## config.mk

```make
export PLATFORM = sky130hd
export DESIGN_NAME = boot_loader_packet_framer
export DESIGN_NICKNAME = d
export VERILOG_FILES = /design/src/rtl/blpf_pkg.sv /design/src/rtl/blpf_front.sv /design/src/rtl/blpf_fifo.sv /design/src/rtl/blpf_back.sv /design/src/rtl/boot_loader_packet_framer.sv
export SDC_FILE = /design/constraint.sdc
export NUM_CORES = 1
export LEC_CHECK = 0
export BUFFER_PORTS_ARGS = -buffer_cell sky130_fd_sc_hd__buf_2
export CAP_MARGIN = 30
export CORE_MARGIN = 10
export CORE_UTILIZATION = 55
export DETAILED_ROUTE_END_ITERATION = 16
export PLACE_DENSITY = 0.82
export RECOVER_POWER = 50
export SKIP_LAST_GASP = 1
export SLEW_MARGIN = 10
export SYNTH_ARGS = -nofsm -noshare
export SYNTH_HDL_FRONTEND = slang
export SYNTH_SLANG_ARGS = --single-unit
```

## constraint.sdc

```tcl
create_clock -name aclk -period 5 [get_ports aclk]
set_input_delay 0.25 -clock aclk [delete_from_list [all_inputs] [get_ports aclk]]
set_output_delay 0.25 -clock aclk [all_outputs]
set_load 0.02 [all_outputs]
```

## src/rtl/blpf_pkg.sv

```systemverilog
package blpf_pkg;

    // Packet framing constants.
    localparam logic [7:0]  FRAME_HEADER = 8'h80;
    localparam logic [31:0] CRC_POLY     = 32'hEDB88320;
    localparam logic [31:0] CRC_INIT     = 32'hFFFFFFFF;
    localparam logic [7:0]  MAX_PAYLOAD  = 8'd255;

    // Input opcodes.
    localparam logic OP_START   = 1'b0;
    localparam logic OP_PAYLOAD = 1'b1;

    // Output slots of one packet, in transmit order.
    localparam logic [2:0] SLOT_HDR    = 3'd0;
    localparam logic [2:0] SLOT_LEN_LO = 3'd1;
    localparam logic [2:0] SLOT_LEN_HI = 3'd2;
    localparam logic [2:0] SLOT_DATA   = 3'd3;
    localparam logic [2:0] SLOT_CRC0   = 3'd4;
    localparam logic [2:0] SLOT_CRC1   = 3'd5;
    localparam logic [2:0] SLOT_CRC2   = 3'd6;
    localparam logic [2:0] SLOT_CRC3   = 3'd7;

    // One job handed from the front end to the back end: a run of slots to emit.
    typedef struct packed {
        logic        err;
        logic [2:0]  first_slot;
        logic [2:0]  last_slot;
        logic [7:0]  data;
        logic [7:0]  len_lo;
        logic        len_hi;
        logic [31:0] crc;
    } job_t;

    // Reflected CRC-32 update over one byte.
    function automatic logic [31:0] crc_byte(input logic [31:0] crc_in, input logic [7:0] b);
        logic [31:0] c;
        c = crc_in ^ {24'd0, b};
        for (int k = 0; k < 8; k++) begin
            c = c[0] ? ((c >> 1) ^ CRC_POLY) : (c >> 1);
        end
        return c;
    endfunction

endpackage

```

## src/rtl/blpf_front.sv

```systemverilog
module blpf_front (
    input  logic              aclk,
    input  logic              aresetn,
    input  logic              s_valid,
    output logic              s_ready,
    input  logic              s_opcode,
    input  logic [7:0]        s_command_code,
    input  logic [7:0]        s_payload_length,
    input  logic [7:0]        s_payload_byte,
    input  logic              q_full,
    output logic              q_push,
    output blpf_pkg::job_t    q_job
);

    logic        open_reg, open_next;
    logic [7:0]  remain_reg, remain_next;
    logic [31:0] crc_reg, crc_next;

    logic        accept;
    logic [31:0] crc_upd;
    logic [8:0]  total;
    logic [7:0]  remain_dec;

    assign s_ready = !q_full;
    assign accept  = s_valid && s_ready;
    assign q_push  = accept;

    // Classify the transaction, update packet state and build the job.
    always_comb begin
        open_next   = open_reg;
        remain_next = remain_reg;
        crc_next    = crc_reg;
        total       = {1'b0, s_payload_length} + 9'd1;
        remain_dec  = remain_reg - 8'd1;
        crc_upd     = blpf_pkg::crc_byte((s_opcode == blpf_pkg::OP_START) ?
                                         blpf_pkg::CRC_INIT : crc_reg,
                                         (s_opcode == blpf_pkg::OP_START) ?
                                         s_command_code : s_payload_byte);

        q_job            = '0;
        q_job.err        = 1'b1;
        q_job.first_slot = blpf_pkg::SLOT_DATA;
        q_job.last_slot  = blpf_pkg::SLOT_DATA;
        q_job.len_lo     = total[7:0];
        q_job.len_hi     = total[8];

        if (s_opcode == blpf_pkg::OP_START) begin
            if (!open_reg && s_payload_length <= blpf_pkg::MAX_PAYLOAD) begin
                q_job.err        = 1'b0;
                q_job.data       = s_command_code;
                q_job.first_slot = blpf_pkg::SLOT_HDR;
                if (s_payload_length == 8'd0) begin
                    q_job.last_slot = blpf_pkg::SLOT_CRC3;
                    q_job.crc       = ~crc_upd;
                end else begin
                    open_next   = 1'b1;
                    remain_next = s_payload_length;
                    crc_next    = crc_upd;
                end
            end
        end else begin
            if (open_reg && remain_reg != 8'd0) begin
                q_job.err  = 1'b0;
                q_job.data = s_payload_byte;
                if (remain_dec == 8'd0) begin
                    q_job.last_slot = blpf_pkg::SLOT_CRC3;
                    q_job.crc       = ~crc_upd;
                    open_next       = 1'b0;
                    remain_next     = 8'd0;
                    crc_next        = blpf_pkg::CRC_INIT;
                end else begin
                    remain_next = remain_dec;
                    crc_next    = crc_upd;
                end
            end
        end
    end

    // Packet state registers.
    always_ff @(posedge aclk) begin
        if (!aresetn) begin
            open_reg   <= 1'b0;
            remain_reg <= 8'd0;
            crc_reg    <= blpf_pkg::CRC_INIT;
        end else if (accept) begin
            open_reg   <= open_next;
            remain_reg <= remain_next;
            crc_reg    <= crc_next;
        end
    end

endmodule

```

## src/rtl/blpf_fifo.sv

```systemverilog
module blpf_fifo #(
    parameter int DEPTH = 4
) (
    input  logic           aclk,
    input  logic           aresetn,
    input  logic           push,
    input  blpf_pkg::job_t push_job,
    output logic           full,
    input  logic           pop,
    output blpf_pkg::job_t head_job,
    output logic           not_empty
);

    localparam int PTR_W = (DEPTH > 1) ? $clog2(DEPTH) : 1;
    localparam int CNT_W = $clog2(DEPTH + 1);

    blpf_pkg::job_t    entry_reg [DEPTH];
    logic [PTR_W-1:0]  wr_ptr_reg, wr_ptr_next;
    logic [PTR_W-1:0]  rd_ptr_reg, rd_ptr_next;
    logic [CNT_W-1:0]  count_reg, count_next;
    logic              do_push, do_pop;

    assign full      = (count_reg == CNT_W'(DEPTH));
    assign not_empty = (count_reg != '0);
    assign do_push   = push && !full;
    assign do_pop    = pop && not_empty;
    assign head_job  = entry_reg[rd_ptr_reg];

    // Pointer wrap and occupancy.
    always_comb begin
        wr_ptr_next = (wr_ptr_reg == PTR_W'(DEPTH - 1)) ? '0 : wr_ptr_reg + 1'b1;
        rd_ptr_next = (rd_ptr_reg == PTR_W'(DEPTH - 1)) ? '0 : rd_ptr_reg + 1'b1;
        count_next  = count_reg;
        if (do_push && !do_pop) begin
            count_next = count_reg + 1'b1;
        end else if (do_pop && !do_push) begin
            count_next = count_reg - 1'b1;
        end
    end

    always_ff @(posedge aclk) begin
        if (!aresetn) begin
            wr_ptr_reg <= '0;
            rd_ptr_reg <= '0;
            count_reg  <= '0;
        end else begin
            count_reg <= count_next;
            if (do_push) begin
                wr_ptr_reg <= wr_ptr_next;
            end
            if (do_pop) begin
                rd_ptr_reg <= rd_ptr_next;
            end
        end
    end

    // Job storage.
    always_ff @(posedge aclk) begin
        if (do_push) begin
            entry_reg[wr_ptr_reg] <= push_job;
        end
    end

endmodule

```

## src/rtl/blpf_back.sv

```systemverilog
module blpf_back (
    input  logic           aclk,
    input  logic           aresetn,
    input  blpf_pkg::job_t head_job,
    input  logic           head_valid,
    output logic           pop,
    output logic           m_valid,
    input  logic           m_ready,
    output logic [7:0]     m_tx_byte,
    output logic           m_last_of_run,
    output logic           m_packet_end,
    output logic           m_sequence_error
);

    logic       started_reg;
    logic [2:0] slot_reg;
    logic       valid_reg;
    logic [7:0] byte_reg;
    logic       last_reg, end_reg, err_reg;

    logic [2:0] cur_slot;
    logic       load;
    logic       is_last;
    logic [7:0] byte_next;

    assign cur_slot = started_reg ? slot_reg : head_job.first_slot;
    assign load     = head_valid && (!valid_reg || m_ready);
    assign is_last  = (cur_slot == head_job.last_slot);
    assign pop      = load && is_last;

    // Select the byte for the current slot.
    always_comb begin
        case (cur_slot)
            blpf_pkg::SLOT_HDR:    byte_next = blpf_pkg::FRAME_HEADER;
            blpf_pkg::SLOT_LEN_LO: byte_next = head_job.len_lo;
            blpf_pkg::SLOT_LEN_HI: byte_next = {7'd0, head_job.len_hi};
            blpf_pkg::SLOT_DATA:   byte_next = head_job.data;
            blpf_pkg::SLOT_CRC0:   byte_next = head_job.crc[7:0];
            blpf_pkg::SLOT_CRC1:   byte_next = head_job.crc[15:8];
            blpf_pkg::SLOT_CRC2:   byte_next = head_job.crc[23:16];
            blpf_pkg::SLOT_CRC3:   byte_next = head_job.crc[31:24];
            default:               byte_next = 8'd0;
        endcase
    end

    // Slot sequencing and output valid.
    always_ff @(posedge aclk) begin
        if (!aresetn) begin
            started_reg <= 1'b0;
            slot_reg    <= blpf_pkg::SLOT_HDR;
            valid_reg   <= 1'b0;
        end else begin
            if (load) begin
                valid_reg <= 1'b1;
                if (is_last) begin
                    started_reg <= 1'b0;
                end else begin
                    started_reg <= 1'b1;
                    slot_reg    <= cur_slot + 3'd1;
                end
            end else if (m_ready) begin
                valid_reg <= 1'b0;
            end
        end
    end

    // Output payload register.
    always_ff @(posedge aclk) begin
        if (load) begin
            byte_reg <= byte_next;
            last_reg <= is_last;
            end_reg  <= (cur_slot == blpf_pkg::SLOT_CRC3);
            err_reg  <= head_job.err;
        end
    end

    assign m_valid          = valid_reg;
    assign m_tx_byte        = byte_reg;
    assign m_last_of_run    = last_reg;
    assign m_packet_end     = end_reg;
    assign m_sequence_error = err_reg;

endmodule

```

## src/rtl/boot_loader_packet_framer.sv

```systemverilog
// Boot-loader packet framer. A start transaction (opcode 0) opens a packet and
// yields the header 0x80, the 16-bit length (command plus payload, LSB first)
// and the command byte; each payload transaction (opcode 1) yields its byte,
// and the packet's last payload byte is followed by the four CRC-32 bytes, LSB
// first. A zero-length start yields all eight bytes at once. Out-of-sequence
// transactions yield one result with sequence_error set and tx_byte 0. The
// input side takes one transaction per cycle while the job queue has room;
// the output side sends one byte per cycle while m_ready holds high; each
// transaction yields one byte (payload or error), four (start), five (closing
// payload) or eight (zero-length start). The output serializer sets the
// sustained rate; a queue of FIFO_DEPTH jobs absorbs header and CRC bursts.
module boot_loader_packet_framer #(
    parameter int FIFO_DEPTH = 4
) (
    input  logic       aclk,
    input  logic       aresetn,
    input  logic       s_valid,
    output logic       s_ready,
    input  logic       s_opcode,
    input  logic [7:0] s_command_code,
    input  logic [7:0] s_payload_length,
    input  logic [7:0] s_payload_byte,
    output logic       m_valid,
    input  logic       m_ready,
    output logic [7:0] m_tx_byte,
    output logic       m_last_of_run,
    output logic       m_packet_end,
    output logic       m_sequence_error
);

    blpf_pkg::job_t push_job;
    blpf_pkg::job_t head_job;
    logic           push;
    logic           full;
    logic           pop;
    logic           not_empty;

    // Front end: accepts and classifies transactions.
    blpf_front u_front (
        .aclk             (aclk),
        .aresetn          (aresetn),
        .s_valid          (s_valid),
        .s_ready          (s_ready),
        .s_opcode         (s_opcode),
        .s_command_code   (s_command_code),
        .s_payload_length (s_payload_length),
        .s_payload_byte   (s_payload_byte),
        .q_full           (full),
        .q_push           (push),
        .q_job            (push_job)
    );

    // Job queue between the two sides.
    blpf_fifo #(
        .DEPTH (FIFO_DEPTH)
    ) u_fifo (
        .aclk      (aclk),
        .aresetn   (aresetn),
        .push      (push),
        .push_job  (push_job),
        .full      (full),
        .pop       (pop),
        .head_job  (head_job),
        .not_empty (not_empty)
    );

    // Back end: serializes each job into output bytes.
    blpf_back u_back (
        .aclk             (aclk),
        .aresetn          (aresetn),
        .head_job         (head_job),
        .head_valid       (not_empty),
        .pop              (pop),
        .m_valid          (m_valid),
        .m_ready          (m_ready),
        .m_tx_byte        (m_tx_byte),
        .m_last_of_run    (m_last_of_run),
        .m_packet_end     (m_packet_end),
        .m_sequence_error (m_sequence_error)
    );

endmodule
```

Word-level counts from Yosys, hierarchy flattened --
Memory sizes are Yosys's and may differ from the RTL's. A register that Yosys moved wholly into a read port is not among the register bits. Index checks and enable logic that the tools add are counted.
Storage, ports and cells: memories kept 1, RAM bits 224, logic and storage cells 124, output and inout port bits 13, bits of input ports 29, register bits after elaboration 64
Operators by class: reductions and logical operators 26, mux-type cells 51, eq/ne operators 14, add/subtract/negate cells 7, order comparisons 1, bitwise operators 11
Memory list:
- u_fifo.entry_reg | words 4, bits a word 56, read ports 1, clocked after Yosys merged registers in 1, wr ports 1, line blpf_fifo.sv:17 | blpf_pkg::job_t entry_reg [DEPTH];
Operators by type and width (number):
- $mux 32 | 19
- $not 13->14 | 8
- $pmux 8 s8 | 1
- $mux 8 | 6
- $not 32->32 | 1
- $xor 32x8->32 | 1
- $mux 11 | 2
- $mux 3 | 6
- $logic_not 8->1 | 2
- $eq 3x3->1 const B | 5
- $mux 15 | 1
- $mux 1 | 12
- $add 8x1->9 const B | 1
- $logic_and 1x1->1 | 9
- $le 8x8->1 const B | 1
- $mux 2 | 4
- $reduce_bool 8->1 | 1
- $sub 8x1->8 const B | 1
- $add 3x1->3 const B | 2
- $eq 3x2->1 const B | 2
- $reduce_bool 2->1 | 3
- $logic_not 1->1 | 5
- $reduce_and 5->1 | 1
- $add 2x1->2 const B | 2
- other kinds (12) | 14

Longest topological paths before layout --
Gate-level depths: netlist of run 1.
depth after elaboration 22, mapped depth 14

Hierarchy --
A second synthesis of run 1 with hierarchy kept.
Second synthesis, totals: cell total of the unflattened synthesis 850, area, all modules 12981.2 um^2
By module, submodules not included:
- blpf_fifo | cells each 343, instances 1, area an instance 8592.0 um^2
- blpf_front | cells each 403, instances 1, area an instance 3271.9 um^2
- blpf_back | cells each 104, instances 1, area an instance 1117.3 um^2

Worst setup path after synthesis of run 1 --
No wires, ideal clock.
path kind reg-to-reg, start reg with a tool-made name, end reg u_fifo.count_reg[2], data required time 4.928 ns, buffers on the path 1, setup slack 1.783 ns, library setup time 0.072 ns, period minus slack after synthesis 3.217 ns, cell stages (with the launch flop) 15, arrival 3.145 ns, cells stage by stage dfxtp_1 -> buf_2 -> mux4_2 -> nor2b_1 -> a21oi_1 -> inv_1 -> ha_1 -> and2_1 -> nand2_1 -> ha_1 -> inv_1 -> fa_1 -> xor2_1 -> or3_1 -> a21oi_1
RTL lines:
- to (signal assigned) | line blpf_fifo.sv:47 | count_reg <= count_next;
- to (decl) | line blpf_fifo.sv:20 | logic [CNT_W-1:0] count_reg, count_next;

==> metrics.yaml, run 1 <==
run_status:
  outcome: "finished, violations left"
  violations: "capacitance limit, slew limit"
job:
  cap_violations: 4
worst_setup_path:
  crit_chain: "mux4_2, nor2b_1, a21oi_1, inv_1, ha_1, and2_1, nand2_1, ha_1, inv_1, fa_1, xor2_1, or3_1, a21oi_1"
  slowest_stage: "dfxtp_4"
  critPathLaunchType: "flip-flop"
  crit_type: "flip-flop to flip-flop"
  cp.arrival_ps: 4100
  cp_top_family: "simple AND/OR/NAND/NOR gates"
  critPathMaxFanout: 24
  max_stage_delay_ps: 650
  worstPathRequired_ps: 5420
  crit_buf_inv: 2
  critPathCaptureType: "flip-flop"
routing:
  wl_um: 29700
  dr_total_vias: 7610
  wire_per_inst_um: 25.0
  first_iter_violations: 821
  viasPerCell: 6.41
  drtAntennaViolNets: 0
  drtPass1Iterations: 6
  drcViolationCount: 0
place:
  dpl-instance-area_sq_um: 12800
  dp_hpwl_um: 18500
  port_buffers: 41
  gp_congestion: 0.895
floorplanning:
  num_io_pins: 42
  die_h_um: 170
  die_area_sq_um: 28900
  initial_core_util_pct: 56.3
  rows: 54
  die_w_um: 170
  core-area_sq_um: 22000
power_and_ir_drop:
  cellLeakagePower_nw: 4.84
  powerDensity_nw_per_um2: 513
  peakVddDrop_v: 0.000359
yosys:
  ys_types: 66
  syn_area_per_cell_sq_um: 14.5
  synthFlopType: "edfxtp_1"
  syn_nets: 899
  yosysSeqAreaShare_pct: 62.2
  synth.yosys.warnings: 0
  syn_area_sq_um: 12400
  ys_seq_elements: 274
  synthCells: 853
  synth_edf_count: 219
  async_flop_share_pct: 0
sta:
  setup_viol: 0
  hold_viol: 0
  holdWs_ps: 134
  rsz0062_at_grt: "false"
  setup_tns_ps: 0
  min_period_over_period_pct: 73.6
  worst_pin_slew_ps: 2290
  slew_headroom_pct: -52.8
  slew_violations: 146
  fin_worst_skew_ps: 30.3
  min_period_ps: 3680
  fmaxAchievable_mhz: 272
clock_tree:
  clk_pin_slew_ps: 60
  insertion_delay_ps: 540
  cts_resized: 0
  post-cts-setup-buffers: 0
  cts.path.max_buffers: 3
  clock-sinks: 274
  tritoncts: "yes"
  root_buffer: "clkbuf_16"
  htreeDepth: 1
  cts_buffers: 26
finish:
  areaGrowthSynthToFinish_pct: 11.2
  antenna_cells: 0
  drive_above_1_share_pct: 16.6
  post-route-util_pct: 62.6
  multi_input_area_sq_um: 4350
  finalInstanceArea_sq_um: 13700
  fillers: 1519
  finish.net_count: 933
  seq_area_sq_um: 7680
  largest_register_ffs: 208
global_routing:
  grt_pass1_wl_um: 45900
  grtUsageTotal_pct: 20.7
  grt_max_degree: 52
  grt_pass1_vias: 7465
  grt_overflow_total: 0
  antenna_found_initial: 0
min_path:
  hold_class: "primary input to flip-flop"
[path summary, 6_finish.rpt]
check / slack [ps] / cells past startpoint / startpoint / end
setup / recovery: 1320 / 13 / flip-flop / u_fifo.count_reg[2]$_SDFFE_PN0P_
hold / removal: 130 / 5 / s_payload_length[5] / u_front.remain_reg[5]$_SDFFE_PN0P_
setup reg to reg: 1320 / 13 / flip-flop / u_fifo.count_reg[2]$_SDFFE_PN0P_
hold reg to reg: 480 / 2 / u_back.m_valid$_SDFFE_PN0P_ / u_back.m_valid$_SDFFE_PN0P_
[Yosys cell counts, types with 7 or more instances]
cell	count	share of area, %
buf_2	13	0.53
nand2_1	41	1.2
a21oi_1	68	2.8
o21ai_0	42	1.7
mux2i_1	7	0.57
xnor3_1	14	2.6
ha_1	16	1.6
a22o_1	13	0.92
clkbuf_1	29	0.88
dfxtp_1	55	8.9
and3_1	9	0.46
edfxtp_1	219	53
xor2_1	7	0.50
xnor2_1	54	3.8
inv_1	20	0.61
a31oi_1	7	0.35
nor2b_1	7	0.35
nor2_1	80	2.4
mux4_2	50	9.1
[logic make-up after synthesis]
| kind of cell | Yosys count | synth area share, % |
|---|---|---|
| adder cells (fa/ha/maj) | 17 | 1.78 |
| flip-flops | 274 | 62.2 |
| multiplexers | 63 | 10.4 |
| AND/OR/NAND/NOR | 172 | 6.43 |
| buffers and inverters | 71 | 2.50 |
| XOR/XNOR | 81 | 7.88 |
| AO/OA/AOI/OAI | 175 | 8.88 |
[per-stage QoR]
| stage | power (mW) | cells | worst slack, ps |
|---|---|---|---|
| floorplan | 4.29 | 853 | 1780 |
| global placement | 4.81 | 1135 | 1440 |
| detailed placement | 4.85 | 1137 | 1320 |
| CTS | 7.07 | 1186 | 1310 |
| global route | 7.32 | 1187 | 1070 |
| finish | 7.05 | 1187 | 1320 |
[area by class of cell]
type                            count  area share, %
Inverter                           21          0.574
Tap cell                          280           2.55
Sequential cell                   274           55.9
Timing Repair Buffer               56           2.22
Clock inverter                     21           2.14
Multi-Input combinational cell    508           31.7
Clock buffer                       27           4.92
[power by group]
group          total [mW]  switching, mW  internal (mW)
combinational        1.86           1.11          0.754
sequential           2.99          0.166           2.83
clock                2.20          0.852           1.35
total                7.05           2.12           4.93
[metal layers]
| layer | global-route usage [%] | wire length [um] |
|---|---|---|
| met4 | 6.37 | 738 |
| met3 | 3.22 | 2530 |
| met1 | 28.0 | 11800 |
| met2 | 34.0 | 14600 |
| met5 | 0 | 0 |
[worst register-to-register path, cell delays in order, from the launching register on]
cell,delay [ps]
dfxtp_4,650
mux4_2,550
nor2b_1,150
a21oi_1,260
inv_1,110
ha_1,230
and2_1,190
nand2_1,160
ha_1,210
inv_1,60
fa_1,370
xor2_1,150
or3_1,310
a21oi_1,170
[layout by cell type (no fill, tap or decap), types with 3 or more instances in the layout]
| cell type | instances |
|---|---|
| nand3_1 | 6 |
| xnor2_2 | 3 |
| a22o_1 | 13 |
| edfxtp_1 | 219 |
| mux2_2 | 3 |
| nor3_1 | 5 |
| buf_2 | 27 |
| or3_1 | 4 |
| o22ai_1 | 5 |
| o21ai_0 | 42 |
| and2_1 | 3 |
| xor2_1 | 7 |
| a21o_1 | 5 |
| mux4_2 | 50 |
| a32oi_1 | 5 |
| clkbuf_16 | 28 |
| nand2_1 | 41 |
| a22oi_1 | 4 |
| ha_1 | 16 |
| xnor3_1 | 14 |
| buf_4 | 6 |
| a31oi_1 | 7 |
| nor2b_1 | 7 |
| inv_1 | 20 |
| clkinv_2 | 3 |
| a222oi_1 | 4 |
| a21oi_1 | 67 |
| a21oi_2 | 3 |
| xnor2_1 | 54 |
| nand2b_1 | 6 |
| bufinv_16 | 7 |
| clkbuf_1 | 20 |
| mux2i_1 | 7 |
| clkinv_1 | 6 |
| dfxtp_1 | 53 |
| nor2_1 | 81 |
| and3_1 | 9 |
[timing repair]
| action | 4_1_cts | 5_1_grt |
|---|---|---|
| hold buffers | 1 | 0 |
| endpoints found under the setup margin | 0 | 0 |
| endpoints found under the hold margin | 1 | 0 |
(Power assumes the default switching activity.)
==> inputs of run 2 (changes only) <==
- ABC_AREA: not set -> 1
- PLACE_DENSITY: 0.82 -> 0.85
- clock period: 5 -> 3.3 ns (I/O delays scaled with it)
==> run 2 against run 1 <==
  * The run still ends with capacitance limit, slew limit left
  * Utilization is 1.5 points lower
  * Die area is 4.7% higher
  * Clock skew is 14 ps lower
  * Combinational power is 66% higher
  * Non-clock buffer count is 2 higher
  * Largest power group unchanged
==> metrics.yaml, run 2 <==
finish:
  fin_cells: 1721
  post-route-util_pct: 61.0
  finish.net_count: 1428
  largest_register_ffs: 208
  drive_above_1_share_pct: 9.91
  final_cell_mix: "nand2_1 (295), edfxtp_1 (219), nor2_1 (176)"
  antenna_cells: 0
  areaGrowthSynthToFinish_pct: 9.78
  layout_commonest_cell: "nand2_1"
clock_tree:
  post-cts-setup-buffers: 0
  root_buffer: "clkbuf_16"
  htreeDepth: 1
  clk_pin_slew_ps: 70
  tritoncts: "yes"
  cts.path.max_buffers: 3
  clock-sinks: 274
  insertion_delay_ps: 530
  cts_resized: 0
  cts_buffers: 26
yosys:
  syn_area_per_cell_sq_um: 9.61
  synth_top_area_share_pct: 50.6
  syn_nets: 1399
  yosysTopAreaCell: "edfxtp_1"
  ys_seq_elements: 274
  syn_area_sq_um: 13000
  synthTopCellsByCount: "nand2_1 (295), edfxtp_1 (219), nor2_1 (180)"
  synthCells: 1353
  yosysSeqAreaShare_pct: 59.0
  ys_types: 42
  synth.yosys.warnings: 0
  synthFlopType: "edfxtp_1"
  synthMostInstantiatedCell: "nand2_1"
  async_flop_share_pct: 0
  synth_edf_count: 219
  synth_area_leaders: "edfxtp_1 (51%), nand2_1 (8.5%), dfxtp_1 (8.5%), nor2_1 (5.2%), o21ai_0 (5.0%)"
sta:
  slew_violations: 159
  setup_tns_ps: 0
  worst_pin_slew_ps: 1610
  min_period_over_period_pct: 87.1
  fin_worst_skew_ps: 16.8
  fmaxAchievable_mhz: 348
  setup_viol: 0
  rsz0062_at_grt: "false"
  slew_headroom_pct: -7.36
  min_period_ps: 2870
  hold_viol: 0
routing:
  drtPass1Iterations: 10
  wl_um: 33700
  wl_met2_um: 16100
  dr_total_vias: 10148
  viasPerCell: 5.90
  drtAntennaViolNets: 0
  drcViolationCount: 0
  wire_per_inst_um: 19.6
  drt-met1-wl_um: 13100
  first_iter_violations: 1361
  routed-wl-met3_um: 3190
  top_layer: "met4"
worst_setup_path:
  reg2reg_depth: 13
  cp-endpoint: "u_fifo.count_reg[1]$_SDFFE_PN0P_"
  critPathCaptureType: "flip-flop"
  crit_type: "flip-flop to flip-flop"
  reg2reg_slack_ps: 430
  worstPathRequired_ps: 3730
  critPathMaxFanout: 6
  r2r_end: "u_fifo.count_reg[1]$_SDFFE_PN0P_"
  critPathLaunchType: "flip-flop"
  cp.arrival_ps: 3300
min_path:
  hold_class: "primary input to flip-flop"
place:
  dp.cells: 1672
  dp_hpwl_um: 21600
  port_buffers: 41
  gp_congestion: 0.953
global_routing:
  grt_pass1_vias: 9290
  grt_overflow_total: 0
  grtUsageTotal_pct: 21.3
  grt_max_degree: 101
  grt_pass1_wl_um: 51800
  antenna_found_initial: 0
run_status:
  violations: "capacitance limit, slew limit"
  outcome: "finished, violations left"
power_and_ir_drop:
  peakVddDrop_v: 0.000398
  finalPower_mw: 10.6
  cellLeakagePower_nw: 5.61
  powerDensity_nw_per_um2: 741
floorplanning:
  die_w_um: 174
  core-area_sq_um: 23400
  num_io_pins: 42
  rows: 56
  die_area_sq_um: 30200
  initial_core_util_pct: 55.6
  die_h_um: 174
job:
  cap_violations: 3
run 2: stage by stage:
step	worst slack (ps)	instance area (sq um)	hold slack (ps)
final	427	14300	1.97
after global routing	170	14300	70.9
after global placement	718	13500	455
after CTS	514	14400	2.05
after detailed placement	572	13500	457
after floorplan	-239	13000	363
run 2: repair_timing:
action	in CTS	in global routing
hold endpoints to repair	1	0
hold buffers	1	0
endpoints found under the setup margin	0	0
run 2: kinds of logic after synthesis:
family | synth area share (%)
simple gates | 20.6
flops | 59.0
compound gates | 10.9
buf+inv | 5.24
xor+xnor | 2.55
fa+ha+maj | 1.69
run 2: worst min-delay path by stage:
stage	start	to	cells after the start
2_1_floorplan	s_payload_length[0]	u_front.remain_reg[0]$_SDFFE_PN0P_	2
3_3_place_gp	u_front.crc_reg[18]$_SDFFE_PN1P_	u_front.crc_reg[18]$_SDFFE_PN1P_	2
3_5_place_dp	u_front.crc_reg[17]$_SDFFE_PN1P_	u_front.crc_reg[17]$_SDFFE_PN1P_	2
4_1_cts	m_ready	u_back.m_valid$_SDFFE_PN0P_	4
5_1_grt	s_payload_length[7]	u_front.remain_reg[7]$_SDFFE_PN0P_	3
6_report	m_ready	u_back.m_valid$_SDFFE_PN0P_	4
run 2: cell type report:
class	instances	area (sq um)
flip-flops and latches	274	7680
repair buffers	58	303
inverters	99	382
clock inverters	12	126
well taps	319	399
multi-input cells	923	4670
clock buffers	36	719
fillers	1859	9120
run 2: layer usage:
layer / global-route usage [%] / vias up
li1: - / 4675
met1: 28.3 / 4776
met2: 34.9 / 601
met3: 2.94 / 96
met4: 7.94 / 0
met5: 0 / -
run 2: worst max-delay path, stage by stage, from the launching register on:
cell and delay [ps]:
dfxtp_1 430, o21ai_0 140, o22ai_1 190, nand2_1 80
o21ai_0 190, ha_1 290, nand3_1 140, nor2_1 270
inv_1 110, ha_1 200, inv_1 90, fa_1 410
o21ai_0 170, a21oi_1 60
run 2: where the power goes:
part / internal [mW] / switching, mW / leakage [nW] / total (mW)
clock network: 1.69 / 1.27 / 0.411 / 2.96
registers: 4.33 / 0.194 / 2.43 / 4.53
logic: 0.873 / 2.21 / 2.77 / 3.09
==> inputs of run 3 (changes only) <==
- CELL_PAD_IN_SITES_DETAIL_PLACEMENT: not set -> 1
- CELL_PAD_IN_SITES_GLOBAL_PLACEMENT: not set -> 2
- CORE_UTILIZATION: 55 -> 36
==> run 3 against run 2 <==
  * The run still ends with capacitance limit, slew limit left
  * Hold slack better by 35 ps
  * Die area up 46%
  * Utilization fell by 20 points
  * Critical endpoint is now u_front.crc_reg[29]$_SDFFE_PN1P_
  * Critical path type unchanged
  * Register-to-register slack lost 160 ps
  * Combinational power is 3% higher
  * Clock skew grew 3.9 ps
  * Largest cell class unchanged
==> metrics.yaml, run 3 (synthesis gave the netlist of run 2 again) <==
sta:
  min_period_over_period_pct: 91.9
  worst_pin_slew_ps: 1610
  fin_worst_skew_ps: 20.7
  hold_viol: 0
  setup_viol: 0
  min_period_ps: 3030
  slew_violations: 159
  setup_tns_ps: 0
  holdWs_ps: 36.5
  slew_headroom_pct: -7.58
  fmaxAchievable_mhz: 330
  rsz0062_at_grt: "false"
routing:
  first_iter_violations: 638
  wl_met2_um: 18800
  drtPass1Iterations: 5
  routed-wl-met3_um: 1800
  drcViolationCount: 0
  wl_um: 38700
  wire_per_inst_um: 20.6
  drt-met1-wl_um: 17500
  top_layer: "met4"
  drtAntennaViolNets: 0
  dr_total_vias: 9985
  viasPerCell: 5.32
clock_tree:
  clock-sinks: 274
  root_buffer: "clkbuf_16"
  cts.path.max_buffers: 3
  insertion_delay_ps: 560
  cts_buffers: 29
  tritoncts: "yes"
  htreeDepth: 1
  clk_pin_slew_ps: 70
finish:
  final_cell_mix: "nand2_1 (297), edfxtp_1 (219), nor2_1 (176)"
  drive_above_1_share_pct: 10.8
  layout_commonest_cell: "nand2_1"
  post-route-util_pct: 41.2
  areaGrowthSynthToFinish_pct: 12.8
  largest_register_ffs: 208
  finalInstanceArea_sq_um: 14700
  antenna_cells: 0
  fillers: 4061
  finish.net_count: 1439
global_routing:
  grt_max_degree: 57
  grt_pass1_vias: 10135
  grtUsageTotal_pct: 17.0
  grt_pass1_wl_um: 59600
  antenna_found_initial: 0
  grt_overflow_total: 0
power_and_ir_drop:
  powerDensity_nw_per_um2: 757
  finalPower_mw: 11.1
  peakVddDrop_v: 0.000416
  cellLeakagePower_nw: 5.72
place:
  dp_hpwl_um: 26600
  gp_congestion: 0.855
  port_buffers: 41
  dpl-instance-area_sq_um: 13700
worst_setup_path:
  worstPathRequired_ps: 3740
  cp.arrival_ps: 3470
  crit_type: "flip-flop to flip-flop"
  critPathMaxFanout: 18
  critPathLaunchType: "flip-flop"
  critPathCaptureType: "flip-flop"
floorplanning:
  num_io_pins: 42
  die_area_sq_um: 44100
  die_h_um: 210
  initial_core_util_pct: 36.6
  core-area_sq_um: 35600
  die_w_um: 210
  rows: 69
job:
  cap_violations: 3
min_path:
  hold_class: "primary input to flip-flop"
run_status:
  outcome: "finished, violations left"
  violations: "capacitance limit, slew limit"
## run 3: cell types whose count changed in the layout (fill, tap and decap cells not counted), moves of 2 or more
cell,change
clkbuf_1,-4
nor2_2,+2
buf_4,+6
nand2_1,+2
clkbuf_8,+3
clkinv_4,-2
nor2_4,-2
clkbuf_16,+5
## run 3: worst paths after layout
kind	end	from	slack (ps)	cells past startpoint
max	u_front.crc_reg[29]$_SDFFE_PN1P_	u_front.remain_reg[0]$_SDFFE_PN0P_	270	12
min	u_fifo.entry_reg[1][36]$_DFFE_PP_	s_payload_length[3]	40	2
max reg2reg	u_front.crc_reg[29]$_SDFFE_PN1P_	u_front.remain_reg[0]$_SDFFE_PN0P_	270	12
min reg2reg	u_back.slot_reg[1]$_SDFFE_PN0P_	u_back.slot_reg[1]$_SDFFE_PN0P_	490	2
## run 3: what timing repair did
| item | CTS | global route |
|---|---|---|
| setup endpoints to repair | 0 | 2 |
| buffers inserted | 0 | 0 |
| endpoints found under the hold margin | 2 | 0 |
| gates resized for setup | 0 | 1 |
| hold buffers | 2 | 0 |
## run 3: worst max-delay path, cell delays in order (launching register included)
cell	delay [ps]
dfxtp_1	360
inv_1	140
ha_1	280
nand2_2	90
nor2_1	50
nand4_1	110
nand3_1	240
nand2_1	180
nand2_1	390
nor2_1	740
nand2_1	170
o21ai_1	130
nand2_1	60
## run 3: power by group
part / total, mW / switching, mW / internal, mW
sequential: 4.54 / 0.200 / 4.34
combinational: 3.17 / 2.28 / 0.893
clock: 3.39 / 1.38 / 2.01
## run 3: final cells by class
| cell class | instances | area [sq um] | area share, % |
|---|---|---|---|
| flip-flops and latches | 274 | 7680 | 52.3 |
| inverters | 99 | 382 | 2.60 |
| clock inverters | 12 | 125 | 0.853 |
| multi-input cells | 923 | 4650 | 31.7 |
| well taps | 461 | 577 | 3.93 |
| repair buffers | 66 | 379 | 2.58 |
| clock buffers | 41 | 875 | 5.96 |
## run 3: layer usage
layer  vias to the layer above  GRT usage [%]
li1                       4705              -
met1                      5025           22.9
met2                       208           29.0
met3                        47           1.63
met4                         0           3.52
met5                         -              0
## run 3: metrics by stage
step                      setup WS (ps)  cells
after detailed placement            390   1821
after CTS                           364   1876
after floorplan                    -239   1353
after global routing               45.4   1876
after global placement              591   1821
final                               269   1876
